$ cat config.mk
export PLATFORM = sky130hd
export DESIGN_NAME = lav_front
export DESIGN_NICKNAME = d
export VERILOG_FILES = /design/src/rtl/lav_front.sv
export VERILOG_INCLUDE_DIRS = /design/src /design/src/rtl
export SDC_FILE = /design/constraint.sdc
export NUM_CORES = 1
export LEC_CHECK = 0
export BUFFER_PORTS_ARGS = -buffer_cell sky130_fd_sc_hd__clkbuf_2
export CORE_AREA = 4 4 223 225
export CTS_BUF_LIST = sky130_fd_sc_hd__clkbuf_16
export CTS_CLUSTER_DIAMETER = 60
export CTS_CLUSTER_SIZE = 16
export DETAILED_ROUTE_END_ITERATION = 16
export DIE_AREA = 0 0 227 229
export PLACE_DENSITY = 0.72
export SYNTH_ARGS = -nofsm -noshare
export SYNTH_HDL_FRONTEND = slang
export SYNTH_SLANG_ARGS = --single-unit
$ cat constraint.sdc
create_clock -name clk -period 10.4 [get_ports clk]
set_input_delay 2.08 -clock clk [delete_from_list [all_inputs] [get_ports clk]]
set_output_delay 2.08 -clock clk [all_outputs]
set_load 0.05 [all_outputs]
$ cat src/rtl/assert_macros.svh
// assertion macros shared by the look-at matrix rtl
`ifndef ASSERT_MACROS_SVH
`define ASSERT_MACROS_SVH
`ifndef SYNTH
// property must hold at every clock edge out of reset
`define LAV_ASSERT(lbl, clk, rst_n, prop) \
	lbl: assert property (@(posedge clk) disable iff (!rst_n) prop) \
		else $error("lav assertion failed");
// condition must never be true out of reset
`define LAV_NEVER(lbl, clk, rst_n, cond) \
	lbl: assert property (@(posedge clk) disable iff (!rst_n) !(cond)) \
		else $error("lav forbidden condition seen");
`else
`define LAV_ASSERT(lbl, clk, rst_n, prop)
`define LAV_NEVER(lbl, clk, rst_n, cond)
`endif
`endif

$ cat src/rtl/lav_front.sv
// front end: accepts words, forms the forward difference, queues jobs
`default_nettype none
`include "assert_macros.svh"
module lav_front #(
	parameter int COORD_WIDTH = 32
) (
	input  logic                           clk,
	input  logic                           arst_n,
	input  logic                           push,
	output logic                           full,
	input  logic [3*COORD_WIDTH-1:0]       in_eye,
	input  logic [3*COORD_WIDTH-1:0]       in_tgt,
	output logic                           q_valid,
	input  logic                           q_take,
	output logic [3*COORD_WIDTH-1:0]       q_eye,
	output logic [2:0]                     q_neg,
	output logic [3*(COORD_WIDTH+1)-1:0]   q_mag
);
	localparam int CW = COORD_WIDTH;
	localparam int EW = 3*CW + 3 + 3*(CW+1);

	logic [EW-1:0]           ent_q [2];
	logic                    wr_q;
	logic                    rd_q;
	logic [1:0]              cnt_q;
	logic [2:0]              neg_c;
	logic [3*(CW+1)-1:0]     mag_c;
	logic signed [CW:0]      diff;
	logic                    push_ok;
	logic                    pop_ok;

	// sign and magnitude of target minus eye per axis
	always_comb begin
		neg_c = '0;
		mag_c = '0;
		diff = '0;
		for (int i = 0; i < 3; i++) begin
			diff = $signed({in_tgt[i*CW+CW-1], in_tgt[i*CW +: CW]})
				- $signed({in_eye[i*CW+CW-1], in_eye[i*CW +: CW]});
			neg_c[i] = diff[CW];
			mag_c[i*(CW+1) +: (CW+1)] = diff[CW] ? (CW+1)'(-diff) : (CW+1)'(diff);
		end
	end

	assign push_ok = push && !full;
	assign pop_ok  = q_take && q_valid;
	assign full    = cnt_q == 2'd2;
	assign q_valid = cnt_q != 2'd0;
	assign {q_mag, q_neg, q_eye} = ent_q[rd_q];

	// two-entry job queue pointers
	always_ff @(posedge clk or negedge arst_n) begin
		if (!arst_n) begin
			wr_q  <= 1'b0;
			rd_q  <= 1'b0;
			cnt_q <= 2'd0;
		end else begin
			if (push_ok) wr_q <= !wr_q;
			if (pop_ok) rd_q <= !rd_q;
			case ({push_ok, pop_ok})
				2'b10:   cnt_q <= cnt_q + 2'd1;
				2'b01:   cnt_q <= cnt_q - 2'd1;
				default: cnt_q <= cnt_q;
			endcase
		end
	end

	// queue storage
	always_ff @(posedge clk) begin
		if (push_ok) ent_q[wr_q] <= {mag_c, neg_c, in_eye};
	end

	`LAV_NEVER(a_cnt_range, clk, arst_n, cnt_q == 2'd3)
endmodule
`default_nettype wire

==> results_dict.tcl <==
set metrics [dict create \
    status "completed" \
    synth_edf_count 396 \
    insertion_delay_ns 0.56 \
    rr_worst_depth 5 \
    clk_path_buf_depth 3 \
    hpwl_mm 43.1 \
    multiInputGateArea_um2 9990 \
    n_fill_cell 3948 \
    core-area_um2 47500 \
    synth.area.mux_share 0.0998 \
    drt-total-wl_mm 57.4 \
    rsz0062_at_grt "false" \
    worstSetupPathType "in2reg" \
    gr-total-overflow 0 \
    fin_skew_ns 0.0131 \
    hold_depth 1 \
    holdCritPathClass "reg2reg" \
    clock-sinks 400 \
    cts-buffers-inserted 39 \
    die_x_um 227 \
    cap_violations 0 \
    dieArea_um2 52000 \
    max_freq_mhz 175 \
    period_share 0.550 \
    synth-main-ff-cell "edfxtp_1" \
    post-route-drc-count 0 \
    slew_viol_final 0 \
    io-pin-count 396 \
    required_ns 10.69 \
    cts_tree "built" \
    place_inst 2854 \
    grt_pass1_wl_mm 89.9 \
    finalNetCount 2579 \
    ff_latch_area_um2 12000 \
    vias 16540 \
    ys_types 93 \
    gp_congestion 0.942 \
    critPathLaunchType "primary input" \
    h-tree-depth 2 \
    routed_via_density 5.67 \
    syn_to_final_growth_pct 17.0 \
    fp-row-count 80 \
    initialDrtViolationCount 1109 \
    fp.dieH_um 229 \
    port_buffers 395 \
    layout.cells.non_filler 2919 \
    gr-usage-all-layers 0.214 \
    first_pass_iters 8 \
    synthAdderAreaFrac 0.0576 \
    synthesis.area_um2 22800 \
    cts-root-buf "clkbuf_16" \
    worstMarginPinSlew_ns 1.05 \
    setup_viol 0 \
    power_density_nw_per_um2 275 \
    fin_setup_tns_ns 0 \
    antenna_found_initial 2 \
    synth_top_family_by_area "compound AO/OA/AOI/OAI gates" \
    fin_crit_ns 5.72 \
    arrival_ns 6.01 \
    syn_nets 2201 \
    synth_xor_area_frac 0.0638 \
    synth_compound_area_frac 0.123 \
    peakVddDrop_uv 207 \
    max_slew_margin 0.303 \
    ctsHoldBuffers 0 \
    synthCells 1902 \
    grt_start_max_net_pins 138 \
    clk_pin_slew_worst_paths_ns 0.07 \
    post_cts_resized 0 \
    hold-worst-slack_ns 0.503 \
    start_util 0.479 \
    syn_avg_cell_area_um2 12.0 \
    hold_violations 0 \
    synth_seq_cells 400 \
    wire_per_inst_um 19.6 \
    yosys_warnings 0 \
    ys_seq_area_frac 0.527 \
    synth_simple_gate_area_frac 0.0938 \
    postRouteAntennaNets 0 \
    final_layout_size_suffix_gt1_frac 0.309 \
    cts_setup_buffers 0 \
    grt_pass1_vias 16679 \
    cp-end-kind "flip-flop" \
    crit_fanout 5 \
    async_flop_share 0.0100 \
    p_leak_uw 0.0105 \
]
[sequential cells by signal, indices dropped and copies added (netlist names)]
signal  cells
cnt_q       2
wr_q        1
rd_q        1
ent_q     396
[per-stage QoR]
step                total power, µW  cell area, µm²  setup slack [ns]   util
floorplan                      5160           22800              2.61      -
global route                   7660           26600              4.43  0.560
global placement               5870           25300              4.30  0.533
CTS                            7390           26600              4.76  0.560
detailed placement             5920           25300              4.17  0.533
finish                         7320           26600              4.68  0.560
[cell usage in the layout (no fill, tap or decap), types with 14 or more instances in the layout]
cell | Yosys | final
a31oi_1 | 15 | 15
o21a_1 | 15 | 15
ha_1 | 100 | 100
xnor2_1 | 103 | 103
mux2_2 | 200 | 200
clkbuf_2 | 0 | 395
a21oi_1 | 123 | 123
inv_1 | 135 | 137
nand2_1 | 103 | 103
o21ai_0 | 75 | 75
nor3_1 | 37 | 37
nor2b_1 | 18 | 18
o31ai_1 | 20 | 20
a21o_1 | 22 | 22
xor2_1 | 61 | 61
nor4_1 | 16 | 16
nand3_1 | 32 | 32
edfxtp_1 | 396 | 396
nor2_1 | 92 | 91
clkbuf_16 | 0 | 40
nand4_1 | 21 | 21
a211oi_1 | 14 | 14
[path summary, 6_finish.rpt]
check / startpoint / end / slack (ns)
hold / removal: cnt_q[1]$_DFFE_PN0P_ / cnt_q[1]$_DFFE_PN0P_ / 0.50
hold reg to reg: cnt_q[1]$_DFFE_PN0P_ / cnt_q[1]$_DFFE_PN0P_ / 0.50
max in group asynchronous: arst_n / rd_q$_DFFE_PN0P_ / 8.93
setup reg to reg: cnt_q[0]$_DFFE_PN0P_ / ent_q[0][90]$_DFFE_PP_ / 7.72
setup / recovery: in_eye[65] / ent_q[1][196]$_DFFE_PP_ / 4.68
min in group asynchronous: arst_n / cnt_q[1]$_DFFE_PN0P_ / 1.33
[power breakdown]
group / internal, µW / switching, µW
Clock: 821 / 637
Sequential: 2330 / 125
Combinational: 939 / 2470
[synth_stat cells, types with 6 or more instances]
cell | n | area (µm²)
a211o_1 | 9 | 78.8
a211oi_1 | 14 | 105
a21o_1 | 22 | 165
a21oi_1 | 123 | 616
a21oi_2 | 7 | 61.3
a221oi_1 | 6 | 52.6
a31oi_1 | 15 | 93.8
and2_1 | 9 | 56.3
and3_1 | 14 | 87.6
buf_2 | 9 | 45.0
clkbuf_1 | 49 | 184
edfxtp_1 | 396 | 11900
ha_1 | 100 | 1250
inv_1 | 135 | 507
mux2_2 | 200 | 2250
nand2_1 | 103 | 387
nand2b_1 | 13 | 81.3
nand3_1 | 32 | 160
nand4_1 | 21 | 131
nor2_1 | 92 | 345
nor2b_1 | 18 | 113
nor3_1 | 37 | 185
nor4_1 | 16 | 100
o211a_1 | 8 | 80.1
o211ai_1 | 11 | 82.6
o21a_1 | 15 | 113
o21ai_0 | 75 | 375
o21ai_1 | 8 | 40.0
o21bai_1 | 11 | 82.6
o31ai_1 | 20 | 150
or2_2 | 6 | 37.5
or3_1 | 12 | 75.1
or4_1 | 8 | 60.1
xnor2_1 | 103 | 902
xor2_1 | 61 | 534
[layout make-up]
class | count | area share
timing repair buffer | 403 | 0.0774
inverter | 136 | 0.0192
clock buffer | 40 | 0.0376
sequential | 400 | 0.450
antenna | 1 | 0.0000939
multi-input combinational | 1300 | 0.375
clock inverter | 24 | 0.0118
tap | 615 | 0.0289
[critical path, cell delays in order]
cell and delay, ns:
clkbuf_2 0.13, inv_1 0.05, ha_1 0.28, nor2b_1 0.14, o2111ai_1 0.26, a2111oi_1 0.94
nor3_1 0.14, xnor2_1 0.19, or3_1 0.47, nor4_2 0.65, nand3_1 0.24, o31ai_1 0.30
xnor2_1 0.12
[metal layers]
metal / vias up / track usage / wire [µm]
li1: 7905 / - / -
met1: 7990 / 0.280 / 24300
met2: 549 / 0.369 / 28400
met3: 94 / 0.0330 / 3240
met4: 2 / 0.0618 / 1440
met5: - / 0 / 13
[cells by family after synthesis]
kind of cell,count (synthesis)
simple gates,417
compound gates,413
flops,400
buf+inv,202
mux,202
xor+xnor,165
fa+ha+maj,103
(Power assumes the default switching activity.)
