<file path="src/rtl/assert_macros.svh">
// assertion macros shared by the look-at matrix rtl
`ifndef ASSERT_MACROS_SVH
`define ASSERT_MACROS_SVH
`ifndef SYNTH
// property must hold at every clock edge out of reset
`define LAV_ASSERT(lbl, clk, rst_n, prop) \
	lbl: assert property (@(posedge clk) disable iff (!rst_n) prop) \
		else $error("lav assertion failed");
// condition must never be true out of reset
`define LAV_NEVER(lbl, clk, rst_n, cond) \
	lbl: assert property (@(posedge clk) disable iff (!rst_n) !(cond)) \
		else $error("lav forbidden condition seen");
`else
`define LAV_ASSERT(lbl, clk, rst_n, prop)
`define LAV_NEVER(lbl, clk, rst_n, cond)
`endif
`endif

</file>
<file path="src/rtl/lav_pkg.sv">
// shared constants and types of the look-at matrix block
`default_nettype none
package lav_pkg;
	// result column numbering
	localparam int COL_W = 2;
	typedef logic [COL_W-1:0] col_t;
	localparam col_t COL_FIRST = 2'd0;
	localparam col_t COL_LAST  = 2'd3;
endpackage
`default_nettype wire

</file>
<file path="src/rtl/lav_out.sv">
// result buffer: holds one matrix and hands it out a column per word
`default_nettype none
`include "assert_macros.svh"
module lav_out #(
	parameter int COORD_WIDTH = 32,
	parameter int FRAC_BITS   = 16
) (
	input  logic                           clk,
	input  logic                           arst_n,
	input  logic                           res_valid,
	output logic                           res_ready,
	input  logic [3*(FRAC_BITS+3)-1:0]     s_flat,
	input  logic [3*(FRAC_BITS+3)-1:0]     u_flat,
	input  logic [3*(FRAC_BITS+3)-1:0]     f_flat,
	input  logic [3*COORD_WIDTH-1:0]       tr_flat,
	output logic                           empty,
	input  logic                           pop,
	output lav_pkg::col_t                  column_index,
	output logic signed [COORD_WIDTH-1:0]  row0_value,
	output logic signed [COORD_WIDTH-1:0]  row1_value,
	output logic signed [COORD_WIDTH-1:0]  row2_value,
	output logic signed [COORD_WIDTH-1:0]  row3_value,
	output logic                           last_column
);
	localparam int CW = COORD_WIDTH;
	localparam int FB = FRAC_BITS;
	localparam int VW = FB + 3;
	localparam logic signed [CW-1:0] ONE = {{(CW-FB-1){1'b0}}, 1'b1, {FB{1'b0}}};

	logic                  valid_q;
	lav_pkg::col_t         col_q;
	logic [3*VW-1:0]       s_q;
	logic [3*VW-1:0]       u_q;
	logic [3*VW-1:0]       f_q;
	logic [3*CW-1:0]       tr_q;
	logic                  ld;
	logic                  pop_ok;
	logic signed [VW-1:0]  sv;
	logic signed [VW-1:0]  uv;
	logic signed [VW-1:0]  fv;

	assign res_ready = !valid_q;
	assign ld        = res_valid && !valid_q;
	assign pop_ok    = pop && valid_q;

	// column pointer and buffer state
	always_ff @(posedge clk or negedge arst_n) begin
		if (!arst_n) begin
			valid_q <= 1'b0;
			col_q   <= lav_pkg::COL_FIRST;
		end else if (ld) begin
			valid_q <= 1'b1;
			col_q   <= lav_pkg::COL_FIRST;
		end else if (pop_ok) begin
			if (col_q == lav_pkg::COL_LAST) valid_q <= 1'b0;
			else col_q <= col_q + 1'b1;
		end
	end

	// matrix copy
	always_ff @(posedge clk) begin
		if (ld) begin
			s_q  <= s_flat;
			u_q  <= u_flat;
			f_q  <= f_flat;
			tr_q <= tr_flat;
		end
	end

	// column select
	always_comb begin
		sv = $signed(s_q[col_q*VW +: VW]);
		uv = $signed(u_q[col_q*VW +: VW]);
		fv = $signed(f_q[col_q*VW +: VW]);
		if (col_q == lav_pkg::COL_LAST) begin
			row0_value = $signed(tr_q[0 +: CW]);
			row1_value = $signed(tr_q[CW +: CW]);
			row2_value = $signed(tr_q[2*CW +: CW]);
			row3_value = ONE;
		end else begin
			row0_value = CW'(sv);
			row1_value = CW'(uv);
			row2_value = CW'(-fv);
			row3_value = '0;
		end
	end

	assign empty        = !valid_q;
	assign column_index = col_q;
	assign last_column  = col_q == lav_pkg::COL_LAST;

	`LAV_ASSERT(a_load_shows, clk, arst_n, ld |=> !empty && column_index == lav_pkg::COL_FIRST)
endmodule
`default_nettype wire

</file>
<file path="config.mk">
export PLATFORM = sky130hd
export DESIGN_NAME = lav_out
export DESIGN_NICKNAME = d
export VERILOG_FILES = /design/src/rtl/lav_pkg.sv /design/src/rtl/lav_out.sv
export VERILOG_INCLUDE_DIRS = /design/src /design/src/rtl
export SDC_FILE = /design/constraint.sdc
export NUM_CORES = 1
export LEC_CHECK = 0
export BUFFER_PORTS_ARGS = -buffer_cell sky130_fd_sc_hd__buf_4
export CAP_MARGIN = 20
export CORE_AREA = 3 3 158 160
export DETAILED_ROUTE_END_ITERATION = 10
export DIE_AREA = 0 0 161 163
export HOLD_SLACK_MARGIN = 0.15
export PLACE_DENSITY = 0.76
export SLEW_MARGIN = 40
export SYNTH_ARGS = -nofsm -noshare
export SYNTH_HDL_FRONTEND = slang
export SYNTH_SLANG_ARGS = --single-unit
</file>
<file path="constraint.sdc">
create_clock -name clk -period 32 [get_ports clk]
set_input_delay 4.8 -clock clk [delete_from_list [all_inputs] [get_ports clk]]
set_output_delay 4.8 -clock clk [all_outputs]
set_load 0.01 [all_outputs]
</file>
==> metrics.yaml <==
clocking:
  clk_transition_reported_paths_ns: 0.06
  post_cts_buffers: 0
  numCtsBuffers: 28
  cts_tree: "yes"
  cts_buffer_depth: 3
  root_buffer: "clkbuf_16"
  cts.sinks: 270
  htreeDepth: 1
  ctsResizeCount: 0
  cts_hold_buf: 0
  clkLatencyLatePin_ns: 0.56
pwr:
  power.density_nw_per_um2: 87.5
  cellLeakagePower_uw: 0.00603
  p_total_uw: 1310
  ir_worst_vdd_mv: 0.0675
logic_synthesis:
  ys_warn_count: 0
  syn_inst: 728
  synthSimpleGateAreaFrac_pct: 5.37
  synth-adder-area-share_pct: 0.226
  async_flop_share_pct: 1.11
  synth_compound_area_share_pct: 9.31
  ys_seq_elements: 270
  synth_area_um2: 11100
  synth_cell_types: 46
  synthMuxAreaShare_pct: 5.47
  synth_top_family_by_area: "compound AO/OA/AOI/OAI gates"
  avgSynthCellArea_um2: 15.2
  synthFlopType: "edfxtp_1"
  yosysSeqAreaShare_pct: 73.2
  synth_edf_count: 267
  synth_xor_area_share_pct: 1.03
placed_design:
  dp_hpwl_um: 21100
  place.gp.congestion: 0.850
  place_ws_ns: 23.27
  post_dp_cell_area_um2: 14000
  port_buffers: 372
floorplan:
  core_region_area_um2: 23500
  die_y_um: 163
  die_x_um: 161
  rows: 56
  fp.dieArea_um2: 26200
  ioPinCount: 404
  start_util_pct: 46.9
detailed_routing:
  vias_per_cell: 5.05
  drt-pass1-iter-count: 4
  wire_per_inst_um: 20.2
  ant_nets: 0
  num_vias: 7272
  drt_iter0_markers: 385
  remaining_drc_errors: 0
  drt_wl_total_um: 29100
critical_path:
  cp_max_fo: 65
  critical_path.slowest_cell: "o21ai_1"
  crit_type: "reg -> out"
  critPathCaptureType: "output port"
  slowest_delay_ns: 0.68
  cp-start-kind: "register"
  crit_chain: "buf_4, nor2b_4, buf_4, o2bb2ai_1, inv_1, ha_1, o211ai_1, nor4_4, nand4_2, o21ai_1, nand2_1, buf_4"
  crit_top_cell: "buf_4"
  path_delay_family: "simple AND/OR/NAND/NOR gates"
  cp.arrival_ns: 4.43
  crit_cells: 12
  cp.required_ns: 27.20
  r2r_cells: 8
  worst-path-buf-inv: 4
global_routing:
  grt_pass1_wl_um: 42600
  grt_pass1_vias: 7416
  gr-total-overflow: 0
  grt_start_max_net_pins: 99
  antenna_found_initial: 1
  grt_usage_pct: 21.1
timing:
  tightestPinTransition_ns: 0.823
  fin_skew_ns: 0.0231
  max_slew_margin_pct: 45.2
  finalSetupViolations: 0
  hold_violations: 0
  finalWorstSetupSlack_ns: 22.77
  rsz0062_at_grt: "false"
  drv_slew: 0
  fin_crit_sh_pct: 28.8
  min_period_ns: 9.23
  fin_setup_tns_ns: 0
  max_freq_mhz: 108
layout:
  nFillCells: 1742
  seqCellArea_um2: 8100
  final_cell_mix: "buf_4, edfxtp_1, mux2i_1"
  multi_input_area_um2: 2510
  syn2layout_area_growth_pct: 35.2
  final_util_pct: 63.4
  postLayoutCellArea_um2: 14900
  layout.nets: 1370
  drive_above_1_share_pct: 39.4
  final_common_cell: "buf_4"
hold_path:
  hold_path.class: "reg -> reg"
  hold_path_depth: 1
status:
  status: "finished clean"
job:
  drv_cap: 0
kinds of logic (layout without fill, tap and decap cells):
logic type	Yosys count	in the layout
AO/OA/AOI/OAI	149	149
XOR/XNOR	13	13
adder cells (fa/ha/maj)	2	2
buffers and inverters	111	472
flip-flops	270	270
multiplexers	60	60
other	1	32
AND/OR/NAND/NOR	122	122
layer usage:
| metal | track usage (%) | up-vias | part of all wire [%] |
|---|---|---|---|
| met5 | 0 | - | 0 |
| met4 | 6.34 | 0 | 2.7 |
| met3 | 5.82 | 47 | 9.3 |
| met2 | 37.5 | 367 | 52 |
| met1 | 25.2 | 3465 | 36 |
| li1 | - | 3393 | - |
area by class of cell:
| cell class | instances | area share, % |
|---|---|---|
| repair buffers | 380 | 19.2 |
| well taps | 319 | 2.67 |
| diodes | 1 | 0.0168 |
| clock buffers | 33 | 4.82 |
| clock inverters | 19 | 1.26 |
| multi-input cells | 377 | 16.8 |
| flip-flops and latches | 270 | 54.2 |
| inverters | 40 | 1.01 |
metrics by stage:
| stage | cells | hold WS [ns] |
|---|---|---|
| 2_1_floorplan | 758 | 0.514 |
| 3_5_place_dp | 1386 | 0.632 |
| 5_1_grt | 1439 | 0.685 |
| 4_1_cts | 1438 | 0.641 |
| 6_report | 1439 | 0.639 |
| 3_3_place_gp | 1386 | 0.597 |
Yosys cell counts, types with 6 or more instances:
| cell type | count | area [um^2] |
|---|---|---|
| a211oi_1 | 36 | 270 |
| a21o_1 | 29 | 218 |
| a21oi_1 | 39 | 195 |
| buf_2 | 6 | 30.0 |
| buf_4 | 33 | 248 |
| clkbuf_1 | 23 | 86.3 |
| edfxtp_1 | 267 | 8020 |
| inv_1 | 39 | 146 |
| mux2i_1 | 57 | 571 |
| nand2_1 | 48 | 180 |
| nand3_1 | 6 | 30.0 |
| nor2_1 | 50 | 188 |
| o21ai_0 | 18 | 90.1 |
| o2bb2ai_1 | 9 | 78.8 |
| xnor2_1 | 8 | 70.1 |
flip-flops by register name, summed over array words and instances, names as in the netlist:
register,cells
valid_q,1
u_q,57
tr_q,96
column_index,2
s_q,57
f_q,57
where the power goes:
group	total, uW	switching (uW)	internal (uW)	leakage [uW]
registers	448	13.1	435	0.00245
clock network	316	131	185	0.000441
logic	543	305	237	0.00314
total	1310	449	858	0.00603
path summary, 6_finish.rpt:
kind                            startpoint               to  slack (ns)
max                        column_index[0]   row2_value[28]       22.77
max in group asynchronous           arst_n  column_index[1]       27.84
max reg2reg                column_index[0]  column_index[1]       28.43
min reg2reg                        valid_q          valid_q        0.64
min in group asynchronous           arst_n  column_index[0]        4.04
min                                valid_q          valid_q        0.64
worst reg2reg max path, stage by stage (launching register included):
cell	delay, ns
dfrtp_2	0.34
buf_4	0.62
ha_4	0.69
buf_6	0.65
clkinv_1	0.60
a21o_1	0.29
o21ai_0	0.10
nand2_1	0.08
o21ai_0	0.11
Note: power is estimated with default switching activity, not from simulation.
